`config.mk`:
```
export PLATFORM = sky130hd
export DESIGN_NAME = kaf_div
export DESIGN_NICKNAME = d
export VERILOG_FILES = /design/src/hw/rtl/kaf_pkg.sv /design/src/hw/rtl/kaf_div.sv
export SDC_FILE = /design/constraint.sdc
export NUM_CORES = 1
export LEC_CHECK = 0
export ABC_AREA = 1
export BUFFER_PORTS_ARGS = -buffer_cell sky130_fd_sc_hd__buf_4
export CORE_MARGIN = 2
export CORE_UTILIZATION = 55
export DETAILED_ROUTE_END_ITERATION = 6
export GPL_TIMING_DRIVEN = 0
export PLACE_DENSITY = 0.81
export SLEW_MARGIN = 20
export SYNTH_ARGS = -nofsm -noshare
export SYNTH_HDL_FRONTEND = slang
export SYNTH_SLANG_ARGS = --single-unit
```
`constraint.sdc`:
```
create_clock -name clk -period 7.75 [get_ports clk]
set_input_delay 0.775 -clock clk [delete_from_list [all_inputs] [get_ports clk]]
set_output_delay 0.775 -clock clk [all_outputs]
set_load 0.03 [all_outputs]
```
`src/hw/rtl/kaf_pkg.sv`:
```
`timescale 1ns / 1ps
// ----------------------------------------------------------------------------
// kaf_pkg: shared types and constants for the angle Kalman filter
// Register indexes, reset values, sequencer state encoding.
// ----------------------------------------------------------------------------
package kaf_pkg;

  localparam logic [2:0] REG_ANGLE_Q = 3'd0;
  localparam logic [2:0] REG_BIAS_Q  = 3'd1;
  localparam logic [2:0] REG_MEAS_R  = 3'd2;
  localparam logic [2:0] REG_START_A = 3'd3;
  localparam logic [2:0] REG_START_B = 3'd4;

  localparam logic [31:0] ANGLE_Q_RESET = 32'd4294967;
  localparam logic [31:0] BIAS_Q_RESET  = 32'd12884902;
  localparam logic [31:0] MEAS_R_RESET  = 32'd128849019;

  localparam int QUOT_BITS = 64;

  typedef enum logic [5:0] {
    ST_IDLE = 6'b000001,
    ST_PRED = 6'b000010,
    ST_COV  = 6'b000100,
    ST_DIV  = 6'b001000,
    ST_CORR = 6'b010000,
    ST_DONE = 6'b100000
  } state_t;

  // Saturate a 66-bit signed value to 32 bits.
  function automatic logic signed [31:0] sat32(input logic signed [65:0] x);
    logic signed [65:0] hi;
    logic signed [65:0] lo;
    hi = 66'sd2147483647;
    lo = -66'sd2147483648;
    if (x > hi) begin
      sat32 = 32'sh7fffffff;
    end else if (x < lo) begin
      sat32 = 32'sh80000000;
    end else begin
      sat32 = x[31:0];
    end
  endfunction

endpackage

```
`src/hw/rtl/kaf_div.sv`:
```
`timescale 1ns / 1ps
// ----------------------------------------------------------------------------
// kaf_div: restoring divider, one quotient bit per cycle
// Unsigned 64 / 34 bit quotient, magnitudes only.
// ----------------------------------------------------------------------------
module kaf_div (
  input  logic        clk,
  input  logic        rst,
  input  logic        start,
  input  logic [63:0] dividend,
  input  logic [33:0] divisor,
  output logic        busy,
  output logic [63:0] quotient
);

  logic [6:0]  count;
  logic [34:0] rem;
  logic [35:0] trial;

  assign trial = {rem, quotient[63]} - {2'b00, divisor};

  always_ff @(posedge clk) begin
    if (rst) begin
      busy  <= 1'b0;
      count <= '0;
    end else if (start) begin
      busy     <= 1'b1;
      count    <= 7'(kaf_pkg::QUOT_BITS);
      rem      <= '0;
      quotient <= dividend;
    end else if (busy) begin
      if (trial[35]) begin
        rem      <= {rem[33:0], quotient[63]};
        quotient <= {quotient[62:0], 1'b0};
      end else begin
        rem      <= trial[34:0];
        quotient <= {quotient[62:0], 1'b1};
      end
      count <= count - 7'd1;
      if (count == 7'd1) begin
        busy <= 1'b0;
      end
    end
  end

endmodule

```
==> impl_metrics.ini, run 1 <==
[finish]
nets = 1368
seq_area_um2 = 3130
drive_above_1_share = 0.164
multiInputGateArea_um2 = 3600
antenna_cells = 0
postLayoutCoreUtil = 0.702
n_fill_cell = 1167
area_delta_synth_final_pct = 25.1
fin_cells = 1410

[die]
core_area_um2 = 13100
dieArea_um2 = 14300
start_util = 0.561
ios = 166
rows = 42
die_h_um = 120
die_w_um = 120

[detailed_routing]
wl_met1_mm = 8.03
drc_errors = 0
vias = 6997
drtAntennaViolNets = 0
first_iter_violations = 426
met3_wirelength_mm = 1.47
drt_pass1_iterations = 5
top_layer = met4
routed_wirelength_mm = 19.4
route.met2.wl_mm = 9.40
avgViaCountPerCell = 4.96
avgRoutedWirePerCell_um = 13.8

[grt]
antenna_found_initial = 0
overflow = 0
grt_pass1_wl_mm = 32.0
grt_util_all_layers = 0.280
grt_start_max_net_pins = 27
grt_pass1_vias = 6851

[synth]
synth_ff_type = edfxtp_1
syn_area_per_cell_um2 = 7.01
yosysTopAreaCell = edfxtp_1
ys_types = 34
synth-async-reset-ratio = 0
synth_nets = 1189
syn_inst = 1051
synthDominantCellAreaShare = 0.403
ys_seq_elements = 107
synth_seq_area_share = 0.425
synth-edff-count = 99
yosys_warnings = 0
syn-cell-area_um2 = 7370
netlist_top_cells_area = edfxtp_1, nand2_1, nor2_1

[timing]
hold_viol = 0
finalSetupViolCount = 0
slew_viol_final = 0
layout_min_cycle_time_ns = 2.76
fin_crit_sh = 0.356
fin_skew_ns = 0.00877
rsz0062_at_grt = no
max_freq_ghz = 0.362
relSlewSlack = 0.647
worst_hold_slack_ns = 0.486
setup_tns_ns = 0
tightestPinTransition_ns = 0.528

[clock_tree]
cts_root_buf = clkbuf_16
cts.htree.levels = 3
clk_latency_ns = 0.36
cts_sinks = 107
cts_tree = built
postCtsSetupRepairBufs = 0
ctsResizeCount = 0
max-clock-path-buffers = 2
cts_hold_buf = 0
clk_pin_slew_worst_paths_ns = 0.07
cts_made_buffers = 9

[power]
peakVddDrop_v = 0.000142
power-per-cell-area_nw_per_um2 = 191
leakagePower_nw = 4.83

[critical_path]
crit_type = in -> reg
worstPathRequired_ns = 7.87
cp_max_fo = 10
startpoint_type = input pin
worstPathArrival_ns = 2.88
worstSetupEndpointType = flip-flop

[flow_run]
drv_cap = 0

[placed_design]
dp.cells = 1395
hpwl_mm = 15.4
finalWeightedCongestion = 0.925
portBuffers = 164

[min_path]
hold_path_class = reg -> reg

[status]
status = finished, final reports clean
[where the power goes]
part | switching (mW) | internal [mW] | total [mW]
clock | 0.222 | 0.252 | 0.474
sequential | 0.0272 | 0.693 | 0.720
combinational | 0.351 | 0.212 | 0.563
[metrics by stage]
| step | setup WS [ns] | instance area, um^2 | power, mW |
|---|---|---|---|
| floorplan | 1.76 | 7370 | 1.11 |
| global placement | -0.314 | 8820 | 1.28 |
| detailed placement | 4.64 | 8930 | 1.29 |
| CTS | 5.02 | 9220 | 1.76 |
| global route | 4.78 | 9220 | 1.86 |
| finish | 4.99 | 9220 | 1.76 |
[cell usage after synthesis (all sizes together) (2+ instances only)]
master	count
clkbuf	15
a31oi	2
inv	137
dfxtp	8
o21bai	5
ha	36
nand2	477
buf	10
xor2	20
or2	2
nand3b	7
edfxtp	99
o21a	3
nand3	29
a21oi	33
nor2	138
o21ai	13
nand4	3
nor3	8
[sequential cells by signal, summed over array words and instances, names as in the netlist]
register and count:
quotient 64, rem 35, count 7, busy 1
[area by class of cell]
type / instances / share of cell area
Clock buffer: 10 / 0.0248
Clock inverter: 5 / 0.00665
Tap cell: 176 / 0.0239
Sequential cell: 107 / 0.340
Buffer: 25 / 0.0140
Inverter: 137 / 0.0558
Multi-Input combinational cell: 782 / 0.391
Timing Repair Buffer: 168 / 0.145
[layout by cell type, fill, tap and decap left out, types with 2 or more instances in the layout]
cell type  count
buf_1          3
nand4_1        3
nand3b_1       7
edfxtp_1      99
o21a_1         3
o21bai_1       5
clkbuf_16      9
clkbuf_1      16
ha_1          36
or2_2          2
nand3_1       28
xor2_1        20
nand2_2        6
dfxtp_1        8
a21oi_1       32
a31oi_1        2
nand2_1      471
buf_4        168
nor3_1         8
buf_16         3
nor2_1       136
o21ai_0       13
inv_1        136
[layer usage]
| metal | vias up | track usage |
|---|---|---|
| li1 | 3631 | - |
| met1 | 3103 | 0.343 |
| met2 | 232 | 0.485 |
| met3 | 31 | 0.0599 |
| met4 | 0 | 0.101 |
| met5 | - | 0 |
[path summary, 6_finish.rpt]
kind | end | slack [ns] | start | cells past startpoint
max | rem[20]$_SDFFCE_PP0P_ | 4.99 | divisor[18] | 14
min | count[4]$_SDFFE_PP0P_ | 0.49 | count[4]$_SDFFE_PP0P_ | 1
max reg2reg | rem[20]$_SDFFCE_PP0P_ | 5.12 | rem[17]$_SDFFCE_PP0P_ | 12
min reg2reg | count[4]$_SDFFE_PP0P_ | 0.49 | count[4]$_SDFFE_PP0P_ | 1
[cells by family (layout without fill, tap and decap cells)]
logic type,Yosys count,count (layout),synth area share
and+or+nand+nor,665,665,0.354
buffers and inverters,162,345,0.0873
DFF,107,107,0.425
AOI/OAI and AO/OA,59,59,0.0450
adders and majority gates,37,37,0.0638
xor gates and xnor gates,21,21,0.0250
[worst max-delay path, cell delays in order]
cell and delay, ns:
buf_4 0.07, inv_1 0.03, ha_1 0.34, a21oi_1 0.26, nand2_1 0.15, a21oi_1 0.24, nand3_2 0.19, nand2_2 0.12
nand2_1 0.07, nand2_1 0.09, nand2_1 0.13, buf_4 0.22, nor2_1 0.12, nor2_1 0.05
(Power assumes the default switching activity.)
==> inputs of run 2 (changes only) <==
Clock period 7.75 ns to 2.7 ns, I/O delays scaled along.
==> impl_metrics.ini, run 2 (synthesis gave the netlist of run 1 again) <==
[grt]
antenna_found_initial = 0
grt_util_all_layers = 0.279
grt_pass1_wl_mm = 31.9
grt_start_max_net_pins = 28
overflow = 0
grt_pass1_vias = 6868

[timing]
relSlewSlack = 0.559
rsz0062_at_grt = no
layout_min_cycle_time_ns = 2.52
hold_viol = 0
fin_ws_ns = 0.179
setup_tns_ns = 0
finalSetupViolCount = 0
max_freq_ghz = 0.397
fin_crit_sh = 0.934
fin_skew_ns = 0.0115
tightestPinTransition_ns = 0.660
slew_viol_final = 0

[critical_path]
critical_path_buf_inv_count = 1
slowest_delay_ns = 0.42
cpLargestDelayFamily = simple AND/OR/NAND/NOR gates
cp_max_fo = 10
cp_slowest_cell = edfxtp_1
startpoint_type = flip-flop
worstSetupEndpointType = flip-flop
crit_type = reg -> reg
worstPathRequired_ns = 2.81
worstPathArrival_ns = 2.64
path_cells = ha_1 > a21oi_1 > nand2_1 > a21oi_2 > nor2_1 > nor2_2 > nand2_1 > nand2_1 > nand2_2 > buf_4 > nor2_1 > nor2_1

[detailed_routing]
vias = 7040
avgViaCountPerCell = 4.99
first_iter_violations = 417
drt_pass1_iterations = 5
avgRoutedWirePerCell_um = 13.8
drc_errors = 0
routed_wirelength_mm = 19.5
drtAntennaViolNets = 0

[clock_tree]
max-clock-path-buffers = 2
cts_hold_buf = 0
cts_made_buffers = 9
cts_root_buf = clkbuf_16
cts.htree.levels = 3
clk_latency_ns = 0.35
cts_sinks = 107
cts_tree = built
clk_pin_slew_worst_paths_ns = 0.08

[finish]
final_common_cell = nand2_1
final_cell_mix = nand2_1, buf_4, inv_1, nor2_1, edfxtp_1
reg_top3 = quotient: 64 flops, rem: 35 flops, count: 7 flops
top_register = quotient
largest_reg_flops = 64
drive_above_1_share = 0.174
area_delta_synth_final_pct = 25.9
n_fill_cell = 1133
nets = 1368
antenna_cells = 0

[min_path]
hold_path_class = in -> reg

[die]
rows = 42
ios = 166
start_util = 0.561
die_w_um = 120
core_area_um2 = 13100
dieArea_um2 = 14300
die_h_um = 120

[power]
peakVddDrop_v = 0.000362
power-per-cell-area_nw_per_um2 = 550
leakagePower_nw = 4.85

[placed_design]
portBuffers = 164
finalWeightedCongestion = 0.924
hpwl_mm = 15.5
dp_slack_ns = 0.0566

[flow_run]
drv_cap = 0

[status]
status = finished, final reports clean
-- run 2: routing by layer --
metal / track usage / up-vias / share of wire
met1: 0.333 / 3125 / 0.40
met4: 0.107 / 0 / 0.029
met2: 0.484 / 252 / 0.49
met3: 0.0722 / 39 / 0.078
li1: - / 3624 / -
met5: 0 / - / 0
-- run 2: timing repair --
item                                    CTS  global route
setup buffers                             0             0
resized for setup                         0            12
endpoints found under the setup margin    0            35
-- run 2: final timing paths --
| kind | from | endpoint | slack, ns | depth (start not counted) |
|---|---|---|---|---|
| max reg2reg | rem[25]$_SDFFCE_PP0P_ | rem[20]$_SDFFCE_PP0P_ | 0.18 | 12 |
| max | rem[25]$_SDFFCE_PP0P_ | rem[20]$_SDFFCE_PP0P_ | 0.18 | 12 |
| min | rst | busy$_SDFF_PP0_ | 0.15 | 2 |
| min reg2reg | count[4]$_SDFFE_PP0P_ | count[4]$_SDFFE_PP0P_ | 0.46 | 1 |
-- run 2: metrics by stage --
stage | std cells | area [um^2] | hold WS (ns) | power (mW) | utilization
final | 1411 | 9280 | 0.152 | 5.11 | 0.706
after global routing | 1411 | 9280 | 0.134 | 5.41 | 0.706
after CTS | 1411 | 9240 | 0.136 | 5.10 | 0.703
after detailed placement | 1395 | 8920 | 0.459 | 3.70 | 0.679
after global placement | 1391 | 8830 | 0.454 | 3.66 | 0.672
after floorplan | 1051 | 7380 | 0.348 | 3.19 | -
-- run 2: power breakdown --
group | internal [mW] | total (mW) | switching, mW
registers | 1.99 | 2.07 | 0.0767
clock network | 0.779 | 1.41 | 0.628
logic | 0.617 | 1.63 | 1.02
total | 3.38 | 5.11 | 1.72
-- run 2: area by class of cell --
| class | instances | area, um^2 | share of cell area |
|---|---|---|---|
| Sequential cell | 107 | 3130 | 0.338 |
| Multi-Input combinational cell | 782 | 3640 | 0.392 |
| Inverter | 137 | 514 | 0.0554 |
| Buffer | 25 | 133 | 0.0143 |
| Timing Repair Buffer | 168 | 1330 | 0.143 |
| Tap cell | 176 | 220 | 0.0237 |
| Clock inverter | 4 | 55.1 | 0.00593 |
| Clock buffer | 12 | 256 | 0.0277 |
